[src/hw/rtl/pgwd_pkg.sv]
// Package: shared types and constants for the pixel gain, white balance and dither unit.
`timescale 1ns / 1ps
package pgwd_pkg;

  localparam int MAX_DIM   = 4096;
  localparam int FRAC      = 12;
  localparam int DIM_W     = 13;
  localparam int CNT_W     = 12;
  localparam int NUM_W     = 25;
  localparam int XD_W      = NUM_W + 1;
  localparam int P1_W      = XD_W + 16;
  localparam int T_W       = P1_W - FRAC + 1;
  localparam int TX_W      = XD_W + T_W;
  localparam int C_W       = TX_W - FRAC + 2;
  localparam int VC_W      = C_W + 9;
  localparam int PR_W      = VC_W + 16;
  localparam int VAL_W     = PR_W - 2 * FRAC + 8 + 2;
  localparam int RES_W     = 10;
  localparam int QDEPTH    = 4;

  typedef enum logic [2:0] {
    REG_IMAGE_WIDTH     = 3'd0,
    REG_IMAGE_HEIGHT    = 3'd1,
    REG_COLOR_MODE      = 3'd2,
    REG_GAIN_CONSTANT   = 3'd3,
    REG_GAIN_X_TERMS    = 3'd4,
    REG_GAIN_Y_TERMS    = 3'd5,
    REG_CHANNEL_GAINS   = 3'd6,
    REG_CHANNEL_OFFSETS = 3'd7
  } reg_index_t;

  typedef struct packed {
    logic [DIM_W-1:0]  image_width;
    logic [DIM_W-1:0]  image_height;
    logic              color_mode;
    logic [15:0]       gain_constant;
    logic [31:0]       gain_x_terms;
    logic [31:0]       gain_y_terms;
    logic [47:0]       channel_gains;
    logic [47:0]       channel_offsets;
  } cfg_t;

  typedef struct packed {
    logic signed [XD_W-1:0] xd;
    logic signed [XD_W-1:0] yd;
    logic [23:0]            pix;
    logic                   last;
  } item_t;

endpackage

[src/hw/rtl/pgwd_div.sv]
// Serial restoring divider, one quotient bit per cycle.
`timescale 1ns / 1ps
module pgwd_div (
  input  logic                          clk,
  input  logic                          rst,
  input  logic                          start,
  input  logic [pgwd_pkg::NUM_W-1:0]    num,
  input  logic [pgwd_pkg::DIM_W-1:0]    den,
  output logic                          running,
  output logic                          done,
  output logic [pgwd_pkg::NUM_W-1:0]    quot,
  output logic [pgwd_pkg::DIM_W-1:0]    rem
);
  logic [pgwd_pkg::NUM_W-1:0] acc;
  logic [pgwd_pkg::DIM_W-1:0] r;
  logic [pgwd_pkg::DIM_W-1:0] d;
  logic [4:0]                 cnt;
  logic [pgwd_pkg::DIM_W:0]   trial;

  assign trial = {r, acc[pgwd_pkg::NUM_W-1]};
  assign quot  = acc;
  assign rem   = r;

  always_ff @(posedge clk) begin
    if (rst) begin
      running <= 1'b0;
      done    <= 1'b0;
      cnt     <= '0;
    end else begin
      done <= 1'b0;
      if (start) begin
        running <= 1'b1;
        cnt     <= '0;
      end else if (running) begin
        cnt <= cnt + 5'd1;
        if (cnt == 5'(pgwd_pkg::NUM_W - 1)) begin
          running <= 1'b0;
          done    <= 1'b1;
        end
      end
    end
  end

  always_ff @(posedge clk) begin
    if (start) begin
      acc <= num;
      r   <= '0;
      d   <= den;
    end else if (running) begin
      if (trial >= {1'b0, d}) begin
        r   <= pgwd_pkg::DIM_W'(trial - {1'b0, d});
        acc <= {acc[pgwd_pkg::NUM_W-2:0], 1'b1};
      end else begin
        r   <= trial[pgwd_pkg::DIM_W-1:0];
        acc <= {acc[pgwd_pkg::NUM_W-2:0], 1'b0};
      end
    end
  end
endmodule

[src/hw/rtl/pgwd_front.sv]
// Front end: position counters and incremental normalized coordinates.
`timescale 1ns / 1ps
module pgwd_front (
  input  logic                 clk,
  input  logic                 rst,
  input  pgwd_pkg::cfg_t       cfg,
  input  logic                 cfg_write,
  input  logic                 in_valid,
  input  logic [23:0]          in_pix,
  output logic                 in_ready,
  input  logic                 q_full,
  output logic                 push,
  output pgwd_pkg::item_t      item
);
  localparam int DW = pgwd_pkg::DIM_W;
  localparam int NW = pgwd_pkg::NUM_W;
  localparam logic signed [pgwd_pkg::XD_W-1:0] XD_HALF =
    pgwd_pkg::XD_W'(1 << (pgwd_pkg::FRAC - 1));

  logic [DW-1:0] weff, heff;
  logic [pgwd_pkg::CNT_W-1:0] x, y;
  logic [NW-1:0] qx, qy, dqx, dqy;
  logic [DW-1:0] rx, ry, drx, dry;
  logic pending;
  logic run [4];
  logic dn [4];
  logic [NW-1:0] dq [4];
  logic [DW-1:0] dr [4];
  logic [NW-1:0] dnum [4];
  logic [DW-1:0] dden [4];
  logic last, row_wrap;
  logic [DW:0] rxs, rys;

  function automatic logic [DW-1:0] clampdim(input logic [DW-1:0] v);
    if (v == '0) return DW'(1);
    if (v > DW'(pgwd_pkg::MAX_DIM)) return DW'(pgwd_pkg::MAX_DIM);
    return v;
  endfunction

  assign weff = clampdim(cfg.image_width);
  assign heff = clampdim(cfg.image_height);

  assign dnum[0] = NW'({x, pgwd_pkg::FRAC'(0)});
  assign dnum[1] = NW'({y, pgwd_pkg::FRAC'(0)});
  assign dnum[2] = NW'(1 << pgwd_pkg::FRAC);
  assign dnum[3] = NW'(1 << pgwd_pkg::FRAC);
  assign dden[0] = weff;
  assign dden[1] = heff;
  assign dden[2] = weff;
  assign dden[3] = heff;

  for (genvar i = 0; i < 4; i++) begin : g_div
    pgwd_div u_div (
      .clk(clk), .rst(rst), .start(pending), .num(dnum[i]), .den(dden[i]),
      .running(run[i]), .done(dn[i]), .quot(dq[i]), .rem(dr[i])
    );
  end

  assign in_ready = !pending && !run[0] && !dn[0] && !q_full;
  assign push     = in_valid && in_ready;

  assign last     = ({1'b0, x} + 13'd1) >= weff;
  assign row_wrap = ({1'b0, y} + 13'd1) >= heff;
  assign rxs      = {1'b0, rx} + {1'b0, drx};
  assign rys      = {1'b0, ry} + {1'b0, dry};

  assign item.xd   = $signed({1'b0, qx}) - XD_HALF;
  assign item.yd   = $signed({1'b0, qy}) - XD_HALF;
  assign item.pix  = in_pix;
  assign item.last = last;

  always_ff @(posedge clk) begin
    if (rst) begin
      pending <= 1'b1;
      x       <= '0;
      y       <= '0;
    end else begin
      if (cfg_write) pending <= 1'b1;
      else if (pending) pending <= 1'b0;
      if (push) begin
        if (last) begin
          x <= '0;
          y <= row_wrap ? '0 : y + 1'b1;
        end else begin
          x <= x + 1'b1;
        end
      end
    end
  end

  always_ff @(posedge clk) begin
    if (dn[0]) begin
      qx  <= dq[0];  rx  <= dr[0];
      qy  <= dq[1];  ry  <= dr[1];
      dqx <= dq[2];  drx <= dr[2];
      dqy <= dq[3];  dry <= dr[3];
    end else if (push) begin
      if (last) begin
        qx <= '0;
        rx <= '0;
        if (row_wrap) begin
          qy <= '0;
          ry <= '0;
        end else if (rys >= {1'b0, heff}) begin
          qy <= qy + dqy + 1'b1;
          ry <= DW'(rys - {1'b0, heff});
        end else begin
          qy <= qy + dqy;
          ry <= rys[DW-1:0];
        end
      end else if (rxs >= {1'b0, weff}) begin
        qx <= qx + dqx + 1'b1;
        rx <= DW'(rxs - {1'b0, weff});
      end else begin
        qx <= qx + dqx;
        rx <= rxs[DW-1:0];
      end
    end
  end
endmodule

[config.mk]
export PLATFORM = sky130hd
export DESIGN_NAME = pgwd_front
export DESIGN_NICKNAME = d
export VERILOG_FILES = /design/src/hw/rtl/pgwd_pkg.sv /design/src/hw/rtl/pgwd_div.sv /design/src/hw/rtl/pgwd_front.sv
export SDC_FILE = /design/constraint.sdc
export NUM_CORES = 1
export LEC_CHECK = 0
export BUFFER_PORTS_ARGS = -buffer_cell sky130_fd_sc_hd__buf_2
export CORE_ASPECT_RATIO = 1.75
export CORE_MARGIN = 1
export CORE_UTILIZATION = 59
export CTS_CLUSTER_SIZE = 20
export DETAILED_ROUTE_END_ITERATION = 10
export PLACE_DENSITY_LB_ADDON = 0.12
export SLEW_MARGIN = 40
export SYNTH_ARGS = -nofsm -noshare
export SYNTH_HDL_FRONTEND = slang
export SYNTH_SLANG_ARGS = --single-unit
[constraint.sdc]
create_clock -name clk -period 6.25 [get_ports clk]
set_input_delay 0.3125 -clock clk [delete_from_list [all_inputs] [get_ports clk]]
set_output_delay 0.3125 -clock clk [all_outputs]
set_load 0.03 [all_outputs]
# After elaboration in Yosys (flattened, before gate mapping)
# Index checks and enable logic that the tools add are counted.
word_totals:
  elab_cells: 147
  ramBits: 0
  latchBits: 0
  n_memories: 0
  regBits: 380
  mem_bits_ro: 0
  out_inout_bits: 79
classes:
  n_addsub: 22
  n_reduce_logical: 18
  muxes: 60
  order_cmp: 10
  n_shift: 0
  bitwise: 1
  n_mul: 0
  n_eq_ne: 4
  div_mod_pow: 0
op_table:
  columns: ["op", "count"]
  rows:
  - ["13-bit 2-to-1 mux", 21]
  - ["25-bit 2-to-1 mux", 9]
  - ["24-bit 2-to-1 mux", 4]
  - ["14-bit by 13-bit >= comparator with 1-bit output", 6]
  - ["13-bit subtractor", 6]
  - ["25-bit by 12-bit subtractor with 26-bit output (second input constant)", 2]
  - ["25-bit by 1-bit adder with 25-bit output (second input constant)", 2]
  - ["25-bit adder", 2]
  - ["13-bit by 13-bit adder with 14-bit output", 2]
  - ["12-bit by 1-bit adder with 13-bit output (second input constant)", 2]
  - ["13-bit >= comparator", 2]
  - ["13-bit > comparator (second input constant)", 2]
  - ["13-bit logical NOT", 2]
  - ["12-bit by 1-bit adder with 12-bit output (second input constant)", 2]
  - ["1-bit 2-to-1 mux", 24]
  - ["12-bit 2-to-1 mux", 2]
  - ["5-bit by 1-bit adder with 5-bit output (second input constant)", 4]
  - ["5-bit equality test (second input constant)", 4]
  - ["2-bit nonzero test", 4]
  - ["1-bit logical AND", 4]
  - ["1-bit logical NOT", 4]
  - ["2-bit AND reduction", 2]
  - ["3-bit OR reduction", 1]
  - ["2-bit OR reduction", 1]
  - ["1-bit inverter", 1]

# Depth between registers and ports, before layout
logic_depth:
  word_depth: 11
  depth_mapped: 22
  mapped_depth_nobuf: 22

# Modules after synthesis
# Synthesis repeated with hierarchy kept, for this count alone.
unflattened:
  hier_cells: 2702
  hier_area_um2: 27012.2
modules_own_cells:
  columns: ["module", "area_per_inst_um2", "seq_area_each_um2", "cells_per_inst", "instances"]
  rows:
  - ["pgwd_front", 15135.8, 5064.9, 1694, 1]
  - ["pgwd_div", 2969.1, 1541.5, 252, 4]

# Worst setup path after synthesis
# Ideal clock, no wire load.
synth_path:
  path_type: "register to register"
  startpoint: "register g_div[0].u_div.done"
  endpoint: "register qy[0] (enable)"
  period_less_slack_ns: 4.775
  path_slack_ns: 1.475
  path_buffers: 1
  required_time_ns: 5.733
  arrival_ns: 4.258
  stages_incl_launch_ff: 7
  cell_sequence: "dfxtp_1 nor3_1 nand2_1 inv_1 nand2_1 clkbuf_1 nand2_1"
synth_via:
  elab_chain_cells: 6
  elab_cells_between_ends: 7
  cone_classes: "reduce/logical: 7"
synth_rtl:
  columns: ["element", "line", "source"]
  rows:
  - ["from (decl)", "pgwd_div.sv:10", "output logic done,"]
  - ["from (signal assigned)", "pgwd_div.sv:27", "done <= 1'b0;"]
  - ["from (signal assigned)", "pgwd_div.sv:30", "done <= 1'b0;"]
  - ["from (signal assigned)", "pgwd_div.sv:38", "done <= 1'b1;"]
  - ["1-bit logical NOT", "pgwd_front.sv:59", "assign in_ready = !pending && !run[0] && !dn[0] && !q_full;"]
  - ["1-bit logical AND (2 in a row)", "pgwd_front.sv:59", null]
  - ["named net in_ready", "pgwd_front.sv:10", "output logic in_ready,"]
  - ["1-bit logical AND", "pgwd_front.sv:60", "assign push = in_valid && in_ready;"]
  - ["2-bit nonzero test (no line)", null, null]
  - ["2-bit AND reduction (no line)", null, null]
  - ["to (signal assigned)", "pgwd_front.sv:94", "qy <= dq[1]; ry <= dr[1];"]
  - ["to (signal assigned)", "pgwd_front.sv:105", "qy <= qy + dqy + 1'b1;"]
  - ["to (signal assigned)", "pgwd_front.sv:108", "qy <= qy + dqy;"]
  - ["to (decl)", "pgwd_front.sv:22", "logic [NW-1:0] qx, qy, dqx, dqy;"]
# The timed path passes the listed nets, and every way through them passes these cells.
# A chain may end at the register's enable or synchronous reset.

# Final worst setup path
layout_path:
  startpoint: "register rx[0]"
  endpoint: "register qx[8], data pin"
layout_via:
  elab_chain_cells: 6
layout_rtl:
  columns: ["element", "line", "source"]
  rows:
  - ["from (decl)", "pgwd_front.sv:23", "logic [DW-1:0] rx, ry, drx, dry;"]
  - ["from (signal assigned)", "pgwd_front.sv:93", "qx <= dq[0]; rx <= dr[0];"]
  - ["from (signal assigned)", "pgwd_front.sv:113", "rx <= DW'(rxs - {1'b0, weff});"]
  - ["from (signal assigned)", "pgwd_front.sv:116", "rx <= rxs[DW-1:0];"]
  - ["13-bit by 13-bit adder with 14-bit output", "pgwd_front.sv:64", "assign rxs = {1'b0, rx} + {1'b0, drx};"]
  - ["14-bit by 13-bit >= comparator with 1-bit output", "pgwd_front.sv:111", "end else if (rxs >= {1'b0, weff}) begin"]
  - ["25-bit 2-to-1 mux", "pgwd_front.sv:111", null]
  - ["25-bit 2-to-1 mux", "pgwd_front.sv:98", "if (last) begin"]
  - ["25-bit 2-to-1 mux", "pgwd_front.sv:97", "end else if (push) begin"]
  - ["25-bit 2-to-1 mux", "pgwd_front.sv:92", "if (dn[0]) begin"]
  - ["to (signal assigned)", "pgwd_front.sv:93", null]
  - ["to (signal assigned)", "pgwd_front.sv:112", "qx <= qx + dqx + 1'b1;"]
  - ["to (signal assigned)", "pgwd_front.sv:115", "qx <= qx + dqx;"]
  - ["to (decl)", "pgwd_front.sv:22", null]
# Every way passes these cells. The select of a mux whose other input is x is not followed.

==> impl_metrics.json <==
{
  "outcome": "finished, final reports clean",
  "post-route-cell-area_sq_um": 26400,
  "grt_first_pass_wirelength_microns": 96100,
  "std_cell_rows": 98,
  "numCtsBuffers": 39,
  "nets": 3046,
  "antenna_found_initial": 0,
  "swShare": 0.247,
  "critPathMaxStageDelay_ns": 0.49,
  "antennaDiodeCount": 0,
  "reg2reg_to": "qx[8]",
  "arrival_ns": 5.70,
  "synth_largest_area_cell": "edfxtp_1",
  "io_pins": 311,
  "clkPwrFrac": 0.413,
  "hold_start": "cfg[202]",
  "layout_min_cycle_time_ns": 5.44,
  "cp-end-kind": "register",
  "synth_top_cell_area_share": 0.247,
  "drv_slew": 0,
  "place_area_sq_um": 25100,
  "syn2layout_area_growth_pct": 7.40,
  "synth-xor-area-share": 0.0763,
  "post-place-ws_ns": 0.924,
  "place_congestion": 0.972,
  "ys_top_cells_by_area": "edfxtp_1, dfxtp_1, ha_1",
  "firstDrtPassIters": 5,
  "grt_max_degree": 77,
  "hold_buffers": 2,
  "netSwitchingPower_w": 0.00140,
  "path_max_fanout": 6,
  "critPathBufInv": 1,
  "cts_resized": 0,
  "start_util": 0.599,
  "cts.path.max_buffers": 3,
  "fmax_mhz": 184,
  "yosys.area_share.simple": 0.162,
  "path_class": "register to register",
  "hold_class": "primary input to register",
  "drc_errors": 0,
  "worst_slack_ns": 0.815,
  "die-area_sq_um": 42400,
  "combPwrFrac": 0.110,
  "drt_wl_total_microns": 60000,
  "synth_mux_area_frac": 0.0506,
  "synth_compound_area_frac": 0.161,
  "portBuffers": 85,
  "die-height_microns": 272,
  "core-area_sq_um": 41000,
  "synth_cell_type_count": 91,
  "route.detailed.vias_per_inst": 6.04,
  "synth-async-reset-ratio": 0,
  "slew_headroom": 0.438,
  "cp_slowest_cell": "a31oi_1",
  "insertion_delay_ns": 0.54,
  "ctsHtreeMaxLevel": 2,
  "ant_nets": 0,
  "seq_power_share": 0.477,
  "worstReg2RegStart": "rx[0]",
  "leakage_nw": 10.5,
  "root_buffer": "clkbuf_16",
  "synth_area_sq_um": 24500,
  "r2r_setup_slack_ns": 0.81,
  "tightest_slew_ns": 0.843,
  "post-cts-setup-buffers": 0,
  "overflow": 0,
  "synth-edff-count": 202,
  "finalSetupViolCount": 0,
  "cts_tree": "yes",
  "crit_chain": "ha_1, inv_1, fa_1, nor2b_1, o21ai_0, a21boi_0, o21ai_0, a21boi_0, o2111ai_1, nand2_1, xnor2_1, ha_1, nand4_1, nor4_1, nor3_1, a21boi_0, a31oi_1, o211ai_1, nor2_1, and3_2, xnor2_1, o21ai_0",
  "wl_per_cell_microns": 18.8,
  "finalHoldViolCount": 0,
  "worst_setup_path_start_kind": "register",
  "dp_hpwl_microns": 44800,
  "synth_top_cells_by_count": "nor2_1, nand2_1, edfxtp_1",
  "synthCells": 2617,
  "cp_top_family": "compound AO/OA/AOI/OAI gates",
  "seq_area_frac_synth": 0.392,
  "cap_viol_max_count": 0,
  "min_path_cells": 1,
  "synth_nets": 3051,
  "synth-seq-cells": 380,
  "grt_setup_unrepaired": "false",
  "synthAdderAreaFrac": 0.106,
  "tns_ns": 0,
  "ys.flop_type": "edfxtp_1",
  "reg2reg_depth": 22,
  "p_int_w": 0.00429,
  "powerDensity_nw_per_um2": 216,
  "cp.required_ns": 6.51,
  "cts.sinks": 380,
  "ir_drop_mv": 0.250,
  "die_x_microns": 156,
  "synth.most_common_cell": "nor2_1",
  "avgSynthCellArea_sq_um": 9.38,
  "grt.total_usage": 0.285,
  "final_core_util": 0.643,
  "synth_top_family_by_area": "simple AND/OR/NAND/NOR gates",
  "fin_crit_sh": 0.870,
  "first_global_vias": 19468,
  "yosys_warnings": 0,
  "skew_ns": 0.0195,
  "drtIter0Drc": 947,
  "vias": 19280,
  "cts.clk_slew.worst_paths_ns": 0.07,
  "min_to": "g_div[2].u_div.d[12]",
  "drive_above_1_share": 0.0852
}
[layout by cell type (no fill, tap or decap), drive strengths merged, types with 24 or more instances in the layout]
cell / n
xnor2: 112
nor3: 41
and3: 24
o21a: 27
nand2: 211
dfxtp: 178
inv: 132
edfxtp: 202
a22o: 32
mux2i: 115
a21o: 33
nor2: 304
ha: 192
a211oi: 66
o21ai: 121
buf: 99
a21oi: 157
nand2b: 35
xor2: 100
nand4: 33
clkbuf: 55
o31ai: 42
nand3: 43
nor2b: 30
[cell families (layout without fill, tap and decap cells)]
family                   Yosys count  in the layout
AND/OR/NAND/NOR                  825            825
buffers and inverters            276            301
adder cells (fa/ha/maj)          202            202
AO/OA/AOI/OAI                    599            599
XOR/XNOR                         212            212
flip-flops                       380            380
multiplexers                     123            123
[state kept, by name, indices dropped and copies added (netlist names), 20 cells and up]
| signal | cells |
|---|---|
| g_div.u_div.d | 26 |
| g_div.u_div.cnt | 20 |
| g_div.u_div.quot | 100 |
| dqx | 25 |
| dqy | 25 |
| qy | 25 |
| qx | 25 |
| g_div.u_div.rem | 52 |
[layout make-up]
cell class              instances  area (sq um)
fillers                      3520         14600
multi-input cells            1961         13700
flip-flops and latches        380          9640
clock buffers                  55          1110
well taps                     550           688
repair buffers                101           554
inverters                     129           484
clock inverters                16           160
[metal layers]
| layer | vias up | global-route usage | part of all wire |
|---|---|---|---|
| met5 | - | 0 | 0 |
| met4 | 0 | 0.157 | 0.055 |
| met3 | 173 | 0.0281 | 0.031 |
| met2 | 435 | 0.562 | 0.55 |
| met1 | 9287 | 0.285 | 0.37 |
| li1 | 9385 | - | - |
[power by group through the flow]
stage	clock [W]	sequential, W	combinational, W
2_1_floorplan	0	0.00274	0.000524
3_3_place_gp	0	0.00277	0.000599
3_5_place_dp	0	0.00277	0.000620
4_1_cts	0.00240	0.00271	0.000625
5_1_grt	0.00249	0.00272	0.000694
6_report	0.00235	0.00271	0.000626
[worst reg2reg max path: cells and delay by family, from the launching register on]
| kind | cells | cell delay [ns] |
|---|---|---|
| AO/OA/AOI/OAI | 9 | 2.21 |
| XOR/XNOR | 2 | 0.20 |
| adder cells (fa/ha/maj) | 3 | 0.95 |
| buffers and inverters | 1 | 0.06 |
| flip-flops | 1 | 0.34 |
| AND/OR/NAND/NOR | 7 | 1.42 |
[worst max-delay path by stage]
stage | cells after the start | from | to | slack (ns)
4_1_cts | 22 | rx[0] | qx[24] | 0.86
5_1_grt | 22 | rx[0] | qx[24] | 0.24
3_3_place_gp | 22 | rx[0] | qx[24] | 1.08
2_1_floorplan | 6 | g_div[0].u_div.done | qy[0] | 1.47
3_5_place_dp | 22 | rx[0] | qx[24] | 0.92
6_report | 22 | rx[0] | qx[8] | 0.81
[per-stage QoR]
| step | hold slack [ns] | std cells | total power [W] |
|---|---|---|---|
| floorplan | 0.416 | 2617 | 0.00326 |
| global placement | 0.439 | 3119 | 0.00337 |
| detailed placement | 0.439 | 3119 | 0.00339 |
| CTS | 0.000211 | 3192 | 0.00574 |
| global route | 0.0250 | 3192 | 0.00590 |
| finish | 0.0164 | 3192 | 0.00569 |
No activity file was read; power rests on OpenSTA's default activity.
