===== config.mk =====
export PLATFORM = sky130hd
export DESIGN_NAME = pgwd_queue
export DESIGN_NICKNAME = d
export VERILOG_FILES = /design/src/hw/rtl/pgwd_pkg.sv /design/src/hw/rtl/pgwd_queue.sv
export SDC_FILE = /design/constraint.sdc
export NUM_CORES = 1
export LEC_CHECK = 0
export BUFFER_PORTS_ARGS = -buffer_cell sky130_fd_sc_hd__buf_2
export CORE_UTILIZATION = 50
export DETAILED_ROUTE_END_ITERATION = 7
export PLACE_DENSITY = 0.74
export SYNTH_ARGS = -nofsm -noshare
export SYNTH_HDL_FRONTEND = slang
export SYNTH_SLANG_ARGS = --single-unit
export TNS_END_PERCENT = 10

===== constraint.sdc =====
create_clock -name clk -period 2.86 [get_ports clk]
set_input_delay 0.143 -clock clk [delete_from_list [all_inputs] [get_ports clk]]
set_output_delay 0.143 -clock clk [all_outputs]
set_load 0.1 [all_outputs]

===== src/hw/rtl/pgwd_pkg.sv =====
// Package: shared types and constants for the pixel gain, white balance and dither unit.
`timescale 1ns / 1ps
package pgwd_pkg;

  localparam int MAX_DIM   = 4096;
  localparam int FRAC      = 12;
  localparam int DIM_W     = 13;
  localparam int CNT_W     = 12;
  localparam int NUM_W     = 25;
  localparam int XD_W      = NUM_W + 1;
  localparam int P1_W      = XD_W + 16;
  localparam int T_W       = P1_W - FRAC + 1;
  localparam int TX_W      = XD_W + T_W;
  localparam int C_W       = TX_W - FRAC + 2;
  localparam int VC_W      = C_W + 9;
  localparam int PR_W      = VC_W + 16;
  localparam int VAL_W     = PR_W - 2 * FRAC + 8 + 2;
  localparam int RES_W     = 10;
  localparam int QDEPTH    = 4;

  typedef enum logic [2:0] {
    REG_IMAGE_WIDTH     = 3'd0,
    REG_IMAGE_HEIGHT    = 3'd1,
    REG_COLOR_MODE      = 3'd2,
    REG_GAIN_CONSTANT   = 3'd3,
    REG_GAIN_X_TERMS    = 3'd4,
    REG_GAIN_Y_TERMS    = 3'd5,
    REG_CHANNEL_GAINS   = 3'd6,
    REG_CHANNEL_OFFSETS = 3'd7
  } reg_index_t;

  typedef struct packed {
    logic [DIM_W-1:0]  image_width;
    logic [DIM_W-1:0]  image_height;
    logic              color_mode;
    logic [15:0]       gain_constant;
    logic [31:0]       gain_x_terms;
    logic [31:0]       gain_y_terms;
    logic [47:0]       channel_gains;
    logic [47:0]       channel_offsets;
  } cfg_t;

  typedef struct packed {
    logic signed [XD_W-1:0] xd;
    logic signed [XD_W-1:0] yd;
    logic [23:0]            pix;
    logic                   last;
  } item_t;

endpackage


===== src/hw/rtl/pgwd_queue.sv =====
// Small FIFO between front and back.
`timescale 1ns / 1ps
module pgwd_queue (
  input  logic              clk,
  input  logic              rst,
  input  logic              push,
  input  pgwd_pkg::item_t   din,
  input  logic              pop,
  output pgwd_pkg::item_t   dout,
  output logic              full,
  output logic              nonempty,
  output logic [2:0]        count
);
  pgwd_pkg::item_t mem [pgwd_pkg::QDEPTH];
  logic [1:0] wp, rp;

  assign full     = count == 3'(pgwd_pkg::QDEPTH);
  assign nonempty = count != 3'd0;
  assign dout     = mem[rp];

  always_ff @(posedge clk) begin
    if (rst) begin
      wp    <= '0;
      rp    <= '0;
      count <= '0;
    end else begin
      if (push) wp <= wp + 2'd1;
      if (pop) rp <= rp + 2'd1;
      count <= count + 3'(push) - 3'(pop);
    end
  end

  always_ff @(posedge clk) begin
    if (push) mem[wp] <= din;
  end
endmodule


Yosys cells after proc, flatten, opt, wreduce, memory -nomap -nowiden
Memory sizes are Yosys's and may differ from the RTL's. A register that Yosys moved wholly into a read port is not among the register bits.
Cells that the tools add are included.
{"block": "word_totals", "register_bits": 7, "mem_bits_rw": 308, "input_bits": 81, "out_inout_bits": 82, "wordCells": 14, "memories": 1}
{"block": "op_classes", "add_sub_neg": 4, "eq_ne": 1, "muxes": 4, "reduce_logical": 1}
{"memory": "mem", "depth": 4, "width": 77, "rd": 1, "rd_clocked_by_memory_dff": 1, "write_ports": 1, "line": "pgwd_queue.sv:14", "rtl": "pgwd_pkg::item_t mem [pgwd_pkg::QDEPTH];"}
{"cell": "adder 2 x 1 -> 2 bit, second input constant", "count": 2}
{"cell": "two-way mux 2 bit", "count": 2}
{"cell": "adder 3 x 1 -> 3 bit", "count": 1}
{"cell": "equality test 3 bit, second input constant", "count": 1}
{"cell": "nonzero test 3 bit", "count": 1}
{"cell": "subtractor 3 x 1 -> 3 bit", "count": 1}
{"cell": "two-way mux 1 bit", "count": 2}

Depth between registers and ports, before layout
Gate-level depths: netlist of the first run.
{"block": "depth", "word_depth": 3, "mapped_depth": 7, "mapped_depth_nobuf": 7}

Least setup slack after synthesis of the first run
OpenSTA, ideal clock, no wires.
{"block": "synth_path", "path_type": "reg-to-reg", "startpoint": "register wp[0]", "endpoint": "memory mem[0][0] in the netlist's numbering, enable pin", "setup_ps": 443, "t_arrival_ps": 2339, "t_required_ps": 2417, "setup_slack_ps": 78, "stages_incl_launch_ff": 4, "path_buffers": 0, "period_less_slack_ps": 2782, "cell_sequence": "dfxtp_1 > inv_1 > ha_1 > and2_1"}
{"item": "start: declaration", "line": "pgwd_queue.sv:15", "rtl": "logic [1:0] wp, rp;"}
{"item": "start signal: assignment", "line": "pgwd_queue.sv:27", "rtl": "if (push) wp <= wp + 2'd1;"}
{"item": "end: declaration", "line": "pgwd_queue.sv:14"}
Straight into the memory's write port.

==> results of run 1 <==
==> state kept, by name (all words and copies together), names as in the netlist, named ones only <==
register and count:
count 3, mem 308, rp 2, wp 2
==> what timing repair did <==
action                                 4_1_cts  5_1_grt
gates resized for setup                      0        0
hold buffers                                81        0
endpoints found under the hold margin      317        0
==> worst max-delay path, cell delays in order, from the launching register on <==
cell and delay [ns]:
dfxtp_4 0.60, buf_12 0.34, mux4_2 0.59, buf_2 0.32
==> through the flow <==
step	util [%]	area, sq um	worst slack [ns]	total power, W
after floorplan	-	11600	0.0778	0.00739
after global placement	56.1	12800	0.813	0.00773
after detailed placement	56.1	12800	0.791	0.00777
after CTS	64.2	14600	0.192	0.0118
after global routing	64.2	14600	0.134	0.0121
final	64.2	14600	0.273	0.0117
==> power by group <==
part	internal [W]	total, W	switching [W]
logic	0.000544	0.00234	0.00180
clock network	0.00232	0.00393	0.00160
registers	0.00534	0.00542	0.0000851
total	0.00821	0.0117	0.00349
==> cells in the mapped netlist, drive strengths merged, types with 2 or more instances <==
library cell,number
edfxtp,308
mux4,77
buf,14
dfxtp,9
ha,6
inv,6
nor2,5
and2,4
clkbuf,4
nor2b,2
xnor2,2
==> final cells by class <==
class | count | area share (%)
multi-input combinational | 104 | 13.6
timing repair buffer | 252 | 12.1
sequential | 317 | 64.8
clock inverter | 20 | 1.24
antenna | 1 | 0.0172
inverter | 6 | 0.155
tap | 285 | 2.45
clock buffer | 37 | 5.68
==> per-layer routing <==
metal  vias up  wire (um)  GRT usage (%)
li1       2443          -              -
met1      2836       8470           22.9
met2       198      11000           32.9
met3        45       1340           4.03
met4         0        448           4.86
met5         -          0              0
==> kinds of logic after synthesis <==
logic type / after synthesis
flops: 317
mux: 78
buf+inv: 24
simple gates: 14
fa+ha+maj: 7
xor+xnor: 3
compound gates: 2
==> path summary, 6_finish.rpt <==
path / start / endpoint
worst min-delay path: din[18] / mem[0][18]$_DFFE_PP_
worst max-delay path: flop / dout[14]
worst min register to register: rp[0]$_SDFFE_PP0P_ / flop
worst max register to register: count[0]$_SDFF_PP0_ / count[2]$_SDFF_PP0_
==> placed cells by master, fill, tap and decap left out, types with 2 or more instances in the layout <==
cell / instances
and2_4: 4
buf_12: 6
buf_2: 162
buf_4: 3
bufinv_16: 3
clkbuf_1: 3
clkbuf_16: 31
clkbuf_8: 3
clkinv_1: 7
clkinv_2: 5
clkinvlp_4: 4
dfxtp_1: 7
dfxtp_4: 2
dlygate4sd3_1: 81
edfxtp_1: 308
ha_1: 6
inv_1: 6
mux4_2: 77
nor2_1: 5
nor2b_1: 2
xnor2_1: 2
==> reports/metrics.csv, run 1 <==
stage,metric,value,unit
synthesis,yosysTopAreaCellShare,79.8,%
cts,cts_root_buf,clkbuf_16,
detailed_routing,ant_nets,0,
sta,whs,0.358,ns
sta,fmaxAchievable,387,MHz
sta,worst_slew_pin_slew,0.563,ns
placed_design,hpwlAfterDp,12300,um
cts,clock_sinks,317,
synthesis,synth_fp_nets,533,
synthesis,ys_ff_latch,317,
final_layout,seq_area,0.00944,sq mm
synthesis,synth_mux_area_share,15.1,%
cts,numCtsBuffers,31,
final_layout,nFillCells,1490,
worst_setup_path,endpoint_kind,output port,
synthesis,yosys.area_share.simple,0.659,%
sta,final_hold_viol_count,0,
worst_setup_path,reg2reg_depth,7,
worst_setup_path,r2r_setup_slack,0.89,ns
synthesis,syn-cell-area,0.0116,sq mm
synthesis,synthAdderAreaFrac,0.821,%
detailed_routing,vias_per_cell,5.40,
die,rows,55,
worst_setup_path,path_max_fanout,38,
detailed_routing,wl_per_cell,20.8,um
power,ir_drop,0.000904,V
synthesis,synth_area_per_cell,26.0,sq um
placed_design,gp_congestion,0.707,
die,start_util,51.0,%
sta,setup_violations,0,
synthesis,synthXorXnorAreaFrac,0.356,%
sta,fin_crit_sh,90.5,%
die,die_h,154,um
synthesis,synth_top_area_cell,edfxtp_1,
sta,finalSetupTns,0,ns
sta,rsz0062_at_grt,no,
detailed_routing,vias,5522,
grt,grt_overflow,0,
die,die_x,154,um
synthesis,synthArstFlopShare,0,%
placed_design,portBuffers,162,
final_layout,multi_input_area,0.00198,sq mm
detailed_routing,drtPass1Iterations,4,
worst_setup_path,cp.arrival,2.44,ns
worst_setup_path,crit_path_start_kind,flop,
synthesis,synth_cell_types,22,
sta,min_period,2.59,ns
cts,path_clk_slew,0.06,ns
cts,clock_latency,0.54,ns
synthesis,synth_ff_type,edfxtp_1,
worst_setup_path,crit_type,flop to output port,
synthesis,synth_top_family_by_area,multiplexers,
cts,postCtsSetupRepairBufs,0,
placed_design,dp.cells,883,
power,powerDensity,802,mW/mm^2
min_path,hp-class,primary input to flop,
grt,grt_pass1_vias,6177,
run_status,status,"finished, final reports clean",
grt,track_usage,18.4,%
sta,skew,0.00751,ns
final_layout,nets,800,
cts,tritoncts,built,
worst_setup_path,required,2.72,ns
sta,slew_violations,0,
detailed_routing,drt_iter0_markers,318,
detailed_routing,totalWireLength,21200,um
synthesis,yosys_warnings,0,
final_layout,fin_cells,1022,
synthesis,synth_edf_count,308,
grt,grt_max_degree,78,
die,ioPinCount,163,
synthesis,seq_area_frac_synth,81.4,%
grt,antenna_found_initial,1,
grt,grt_pass1_wl,33300,um
sta,slew_headroom,62.5,%
power,p_leak,5.00,nW
die,dieArea,0.0238,sq mm
synthesis,synth_compound_area_share,0.130,%
detailed_routing,drc_errors,0,
cts,htreeDepth,1,
final_layout,drive_above_1_share,41.0,%
synthesis,syn_inst,445,
die,design.core.area,0.0227,sq mm
synthesis,synth_area_leaders,"edfxtp_1, mux4_2, dfxtp_1",
final_layout,synthToLayoutAreaGrowth,25.8,%
run,maxCapViolCount,0,
min_path,hold_depth,2,
cts,clockBufferDepth,3,
Power figures use the tool's default switching activity.
==> inputs of run 2 (changes only) <==
- CELL_PAD_IN_SITES_DETAIL_PLACEMENT: unset -> 0
- CELL_PAD_IN_SITES_GLOBAL_PLACEMENT: unset -> 2
- CORE_UTILIZATION: 50 -> 40
- PLACE_DENSITY: 0.74 -> unset
- PLACE_DENSITY_LB_ADDON: unset -> 0.1
==> reports/metrics.csv, run 2 (synthesis results as in run 1) <==
stage,metric,value,unit,change
cts,ctsResizeCount,0,,unchanged
sta,slew_headroom,55.2,%,-7.3 points
sta,finalSetupTns,0,ns,unchanged
sta,whs,0.0399,ns,-0.319 ns
cts,htreeDepth,2,,+1
power,powerDensity,824,mW/mm^2,+2.7%
final_layout,top_register,mem,,
grt,grt_pass1_vias,6082,,-1.5%
cts,numCtsBuffers,34,,+9.7%
run_status,status,"finished, final reports clean",,
worst_setup_path,r2r_setup_slack,1.06,ns,+0.17 ns
worst_setup_path,cp.arrival,2.34,ns,-0.10 ns
grt,grt_pass1_wl,34300,um,+3.2%
worst_setup_path,reg2reg_depth,7,,unchanged
worst_setup_path,crit_type,flop to output port,,
min_path,hold_path.startpoint,push,,
run,maxCapViolCount,0,,unchanged
cts,cts_root_buf,clkbuf_16,,
placed_design,hpwlAfterDp,13500,um,+9.9%
cts,clock_latency,0.50,ns,-0.04 ns
die,ioPinCount,163,,unchanged
sta,min_period,2.48,ns,-0.103 ns
die,die_h,172,um,+12%
cts,holdBufCountCts,79,,-2.5%
grt,grt_overflow,0,,unchanged
sta,fin_crit_sh,86.9,%,-3.6 points
detailed_routing,drt_iter0_markers,377,,+19%
sta,fmaxAchievable,403,MHz,+4.1%
sta,final_hold_viol_count,0,,unchanged
worst_setup_path,crit_path_start_kind,flop,,
sta,skew,0.0157,ns,+0.00822 ns
detailed_routing,drtPass1Iterations,4,,unchanged
detailed_routing,vias_per_cell,4.90,,-9.3%
worst_setup_path,path_max_fanout,25,,-34%
die,die_x,172,um,+12%
sta,rsz0062_at_grt,no,,
final_layout,largestRegisters,"mem x308, count x3",,
grt,track_usage,15.8,%,-2.6 points
die,start_util,41.1,%,-9.9 points
min_path,min_to,wp[1]$_SDFFE_PP0P_,,
final_layout,final_cell_mix,"edfxtp_1, buf_2, dlygate4sd3_1, mux4_2, clkbuf_16",,
cts,clockBufferDepth,3,,unchanged
detailed_routing,ant_nets,0,,unchanged
die,dieArea,0.0296,sq mm,+25%
detailed_routing,wl_per_cell,20.1,um,-3.4%
final_layout,synthToLayoutAreaGrowth,28.3,%,
power,ir_drop,0.000582,V,-36%
final_layout,final_common_cell,edfxtp_1,,
cts,tritoncts,built,,
final_layout,largest_reg_flops,308,,unchanged
placed_design,gp_congestion,0.711,,+0.59%
worst_setup_path,endpoint_kind,output port,,
final_layout,drive_above_1_share,41.5,%,+0.48 points
grt,antenna_found_initial,2,,+1
final_layout,nets,806,,+0.75%
min_path,hp-class,primary input to flop,,
sta,worst_slew_pin_slew,0.673,ns,+0.110 ns
power,p_leak,5.09,nW,+1.9%
detailed_routing,totalWireLength,22500,um,+6.0%
placed_design,portBuffers,162,,unchanged
detailed_routing,vias,5497,,-0.45%
sta,slew_violations,0,,unchanged
cts,path_clk_slew,0.05,ns,about the same
sta,setup_violations,0,,unchanged
worst_setup_path,r2r-start,count[0]$_SDFF_PP0_,,
grt,grt_max_degree,44,,-44%
final_layout,nFillCells,2188,,+47%
die,design.core.area,0.0282,sq mm,+24%
cts,postCtsSetupRepairBufs,0,,unchanged
detailed_routing,drc_errors,0,,unchanged
die,rows,61,,+11%
min_path,hold_depth,3,,+1
worst_setup_path,required,2.72,ns,about the same
cts,clock_sinks,317,,unchanged
worst_setup_path,r2r-end,count[2]$_SDFF_PP0_,,
## run 2: cell count changes in the layout (fill, tap and decap cells not counted), sizes merged, moves of 2 or more
cell | before | now
clkbuf | 37 | 46
buf | 171 | 176
clkinv | 13 | 8
clkinvlp | 4 | 1
bufinv | 3 | 5
dlygate4sd3 | 81 | 79
## run 2: per-layer routing
metal / wire length [um] / track usage [%] / part of all wire, % / up-vias
li1: - / - / - / 2452
met1: 9450 / 19.6 / 42 / 2860
met2: 11400 / 27.0 / 50 / 144
met3: 1200 / 3.85 / 5.3 / 41
met4: 506 / 5.54 / 2.2 / 0
met5: 0 / 0 / 0 / -
## run 2: worst max-delay path, stage by stage (launching register included)
cell and delay (ns):
dfxtp_4 0.65, buf_12 0.30, mux4_2 0.57, buf_2 0.32
## run 2: where the power goes
group / leakage [nW] / total (W) / internal [W] / switching [W]
logic: 1.63 / 0.00234 / 0.000552 / 0.00178
registers: 2.90 / 0.00543 / 0.00534 / 0.0000925
clock network: 0.562 / 0.00448 / 0.00280 / 0.00168
total: 5.09 / 0.0122 / 0.00869 / 0.00355
## run 2: stage by stage
stage	area (sq um)	setup WS, ns	total power, W	util (%)	instances
after floorplan	11600	0.0778	0.00739	-	445
after global placement	12900	0.828	0.00778	45.9	981
after detailed placement	12900	0.816	0.00781	45.9	981
after CTS	14900	0.283	0.0124	52.8	1120
after global routing	14900	0.218	0.0127	52.8	1122
final	14900	0.376	0.0122	52.8	1122
## run 2: final cells by class
type                       instances  area (sq um)  share of cell area, %
antenna                            2          5.00                 0.0337
clock buffer                      46           960                   6.46
clock inverter                    14           194                   1.30
inverter                           6          22.5                  0.151
multi-input combinational        104          1980                   13.3
sequential                       317          9440                   63.5
tap                              378           473                   3.18
timing repair buffer             255          1790                   12.1
## run 2: worst max-delay path by stage
stage	start	to	slack, ns	cells after the start
5_1_grt	flop	dout[54]	0.22	3
4_1_cts	flop	dout[74]	0.28	3
3_3_place_gp	flop	dout[74]	0.83	3
2_1_floorplan	wp[0]$_SDFFE_PP0P_	mem[0][0]$_DFFE_PP_	0.08	3
6_report	flop	dout[0]	0.38	3
3_5_place_dp	flop	dout[74]	0.82	3
==> inputs of run 3 (changes only) <==
- CORE_ASPECT_RATIO: unset -> 0.8
==> reports/metrics.csv, run 3 (synthesis results as in run 1) <==
stage,metric,value,unit,change
die,die_x,192,um,+12%
power,powerDensity,820,mW/mm^2,-0.40%
cts,clock_latency,0.50,ns,about the same
worst_setup_path,path_cells,buf_12 -> mux4_2 -> buf_2,,
run_status,status,"finished, final reports clean",,
sta,min_period,2.45,ns,-0.0360 ns
placed_design,gp_congestion,0.692,,-2.8%
cts,htreeDepth,2,,unchanged
sta,fin_crit_sh,85.6,%,-1.3 points
detailed_routing,vias,5455,,-0.76%
cts,clockBufferDepth,3,,unchanged
detailed_routing,drc_errors,0,,unchanged
placed_design,portBuffers,162,,unchanged
die,start_util,40.9,%,-0.27 points
die,design.core.area,0.0284,sq mm,+0.67%
cts,path_clk_slew,0.06,ns,about the same
die,dieArea,0.0297,sq mm,about the same
cts,ctsResizeCount,0,,unchanged
cts,postCtsSetupRepairBufs,0,,unchanged
grt,grt_max_degree,44,,unchanged
final_layout,drive_above_1_share,41.8,%,+0.33 points
min_path,hp-class,primary input to flop,,
detailed_routing,totalWireLength,22100,um,-1.9%
sta,worst_slew_pin_slew,0.623,ns,-0.0501 ns
worst_setup_path,r2r_setup_slack,1.06,ns,about the same
detailed_routing,ant_nets,0,,unchanged
placed_design,hpwlAfterDp,12900,um,-4.3%
worst_setup_path,endpoint_kind,output port,,
grt,grt_pass1_wl,34100,um,-0.64%
final_layout,largestRegisters,"mem x308, count x3",,
worst_setup_path,slowest_delay,0.76,ns,+0.11 ns
cts,holdBufCountCts,80,,+1.3%
placed_design,dp.cells,971,,-1.0%
detailed_routing,drt_iter0_markers,198,,-47%
detailed_routing,wl_per_cell,19.9,um,-1.1%
worst_setup_path,cp.arrival,2.31,ns,-0.03 ns
cts,clock_sinks,317,,unchanged
final_layout,final_cell_mix,"edfxtp_1, buf_2, dlygate4sd3_1, mux4_2, clkbuf_16",,
worst_setup_path,crit_path_start_kind,flop,,
sta,fmaxAchievable,408,MHz,+1.5%
grt,track_usage,15.4,%,-0.42 points
power,p_leak,5.08,nW,-0.21%
final_layout,nets,805,,-0.12%
grt,grt_overflow,0,,unchanged
final_layout,largest_reg_flops,308,,unchanged
sta,slew_violations,0,,unchanged
sta,setup_violations,0,,unchanged
power,ir_drop,0.000526,V,-9.6%
cts,tritoncts,built,,
final_layout,synthToLayoutAreaGrowth,28.2,%,
die,rows,55,,-9.8%
detailed_routing,vias_per_cell,4.91,,+0.13%
die,ioPinCount,163,,unchanged
worst_setup_path,crit_slowest_cell,dfxtp_4,,
cts,numCtsBuffers,34,,unchanged
sta,final_hold_viol_count,0,,unchanged
final_layout,top_register,mem,,
sta,skew,0.0116,ns,-0.00409 ns
worst_setup_path,crit_type,flop to output port,,
grt,antenna_found_initial,2,,unchanged
grt,grt_pass1_vias,5992,,-1.5%
detailed_routing,drtPass1Iterations,4,,unchanged
worst_setup_path,path_max_fanout,37,,+48%
cts,cts_root_buf,clkbuf_16,,
worst_setup_path,required,2.72,ns,about the same
sta,finalSetupTns,0,ns,unchanged
sta,rsz0062_at_grt,no,,
final_layout,final_common_cell,edfxtp_1,,
run,maxCapViolCount,0,,unchanged
die,die_h,154,um,-10%
final_layout,fin_cells,1112,,-0.89%
sta,slew_headroom,58.5,%,+3.3 points
==> run 3: changes by cell type in the layout (fill, tap and decap cells not counted), moves of 2 or more <==
cell	delta
clkinvlp_4	+3
buf_4	-2
clkbuf_1	-6
clkinv_1	+2
==> run 3: final cells by class <==
cell class / count / area (sq um)
diodes: 1 / 2.50
flip-flops and latches: 317 / 9440
clock inverters: 19 / 203
multi-input cells: 104 / 1980
repair buffers: 254 / 1790
well taps: 370 / 463
clock buffers: 41 / 951
inverters: 6 / 22.5
fillers: 2296 / 13500
==> run 3: final timing paths <==
check,start,endpoint,cells after the start
max,flop,dout[73],3
min,push,wp[0]$_SDFFE_PP0P_,3
max reg2reg,count[0]$_SDFF_PP0_,count[2]$_SDFF_PP0_,7
min reg2reg,rp[1]$_SDFFE_PP0P_,flop,2
==> run 3: critical path, delay by kind of cell, from the launching register on <==
kind                   cells  cell delay [ns]
muxes                      1             0.28
buffers and inverters      2             0.76
DFF                        1             0.76
==> run 3: where the power goes <==
part / switching (W) / total (W) / leakage (nW) / internal, W
combinational: 0.00180 / 0.00235 / 1.62 / 0.000547
sequential: 0.0000732 / 0.00541 / 2.90 / 0.00534
clock: 0.00169 / 0.00442 / 0.556 / 0.00273
==> run 3: layer usage <==
metal / GRT usage [%] / vias to the layer above / wire (um)
met5: 0 / - / 13
met2: 25.3 / 138 / 10900
met3: 4.15 / 36 / 1300
met1: 20.3 / 2831 / 9490
met4: 4.09 / 2 / 387
li1: - / 2448 / -
==> run 3: metrics by stage <==
step	cell area [sq um]	hold WS, ns	setup slack, ns	power (W)	util, %
after floorplan	11600	0.215	0.0778	0.00739	-
after global placement	12900	0.352	0.881	0.00778	45.5
after detailed placement	12900	0.361	0.880	0.00780	45.5
after CTS	14800	0.0474	0.339	0.0124	52.4
after global routing	14800	0.0488	0.298	0.0126	52.4
final	14800	0.0494	0.412	0.0122	52.4
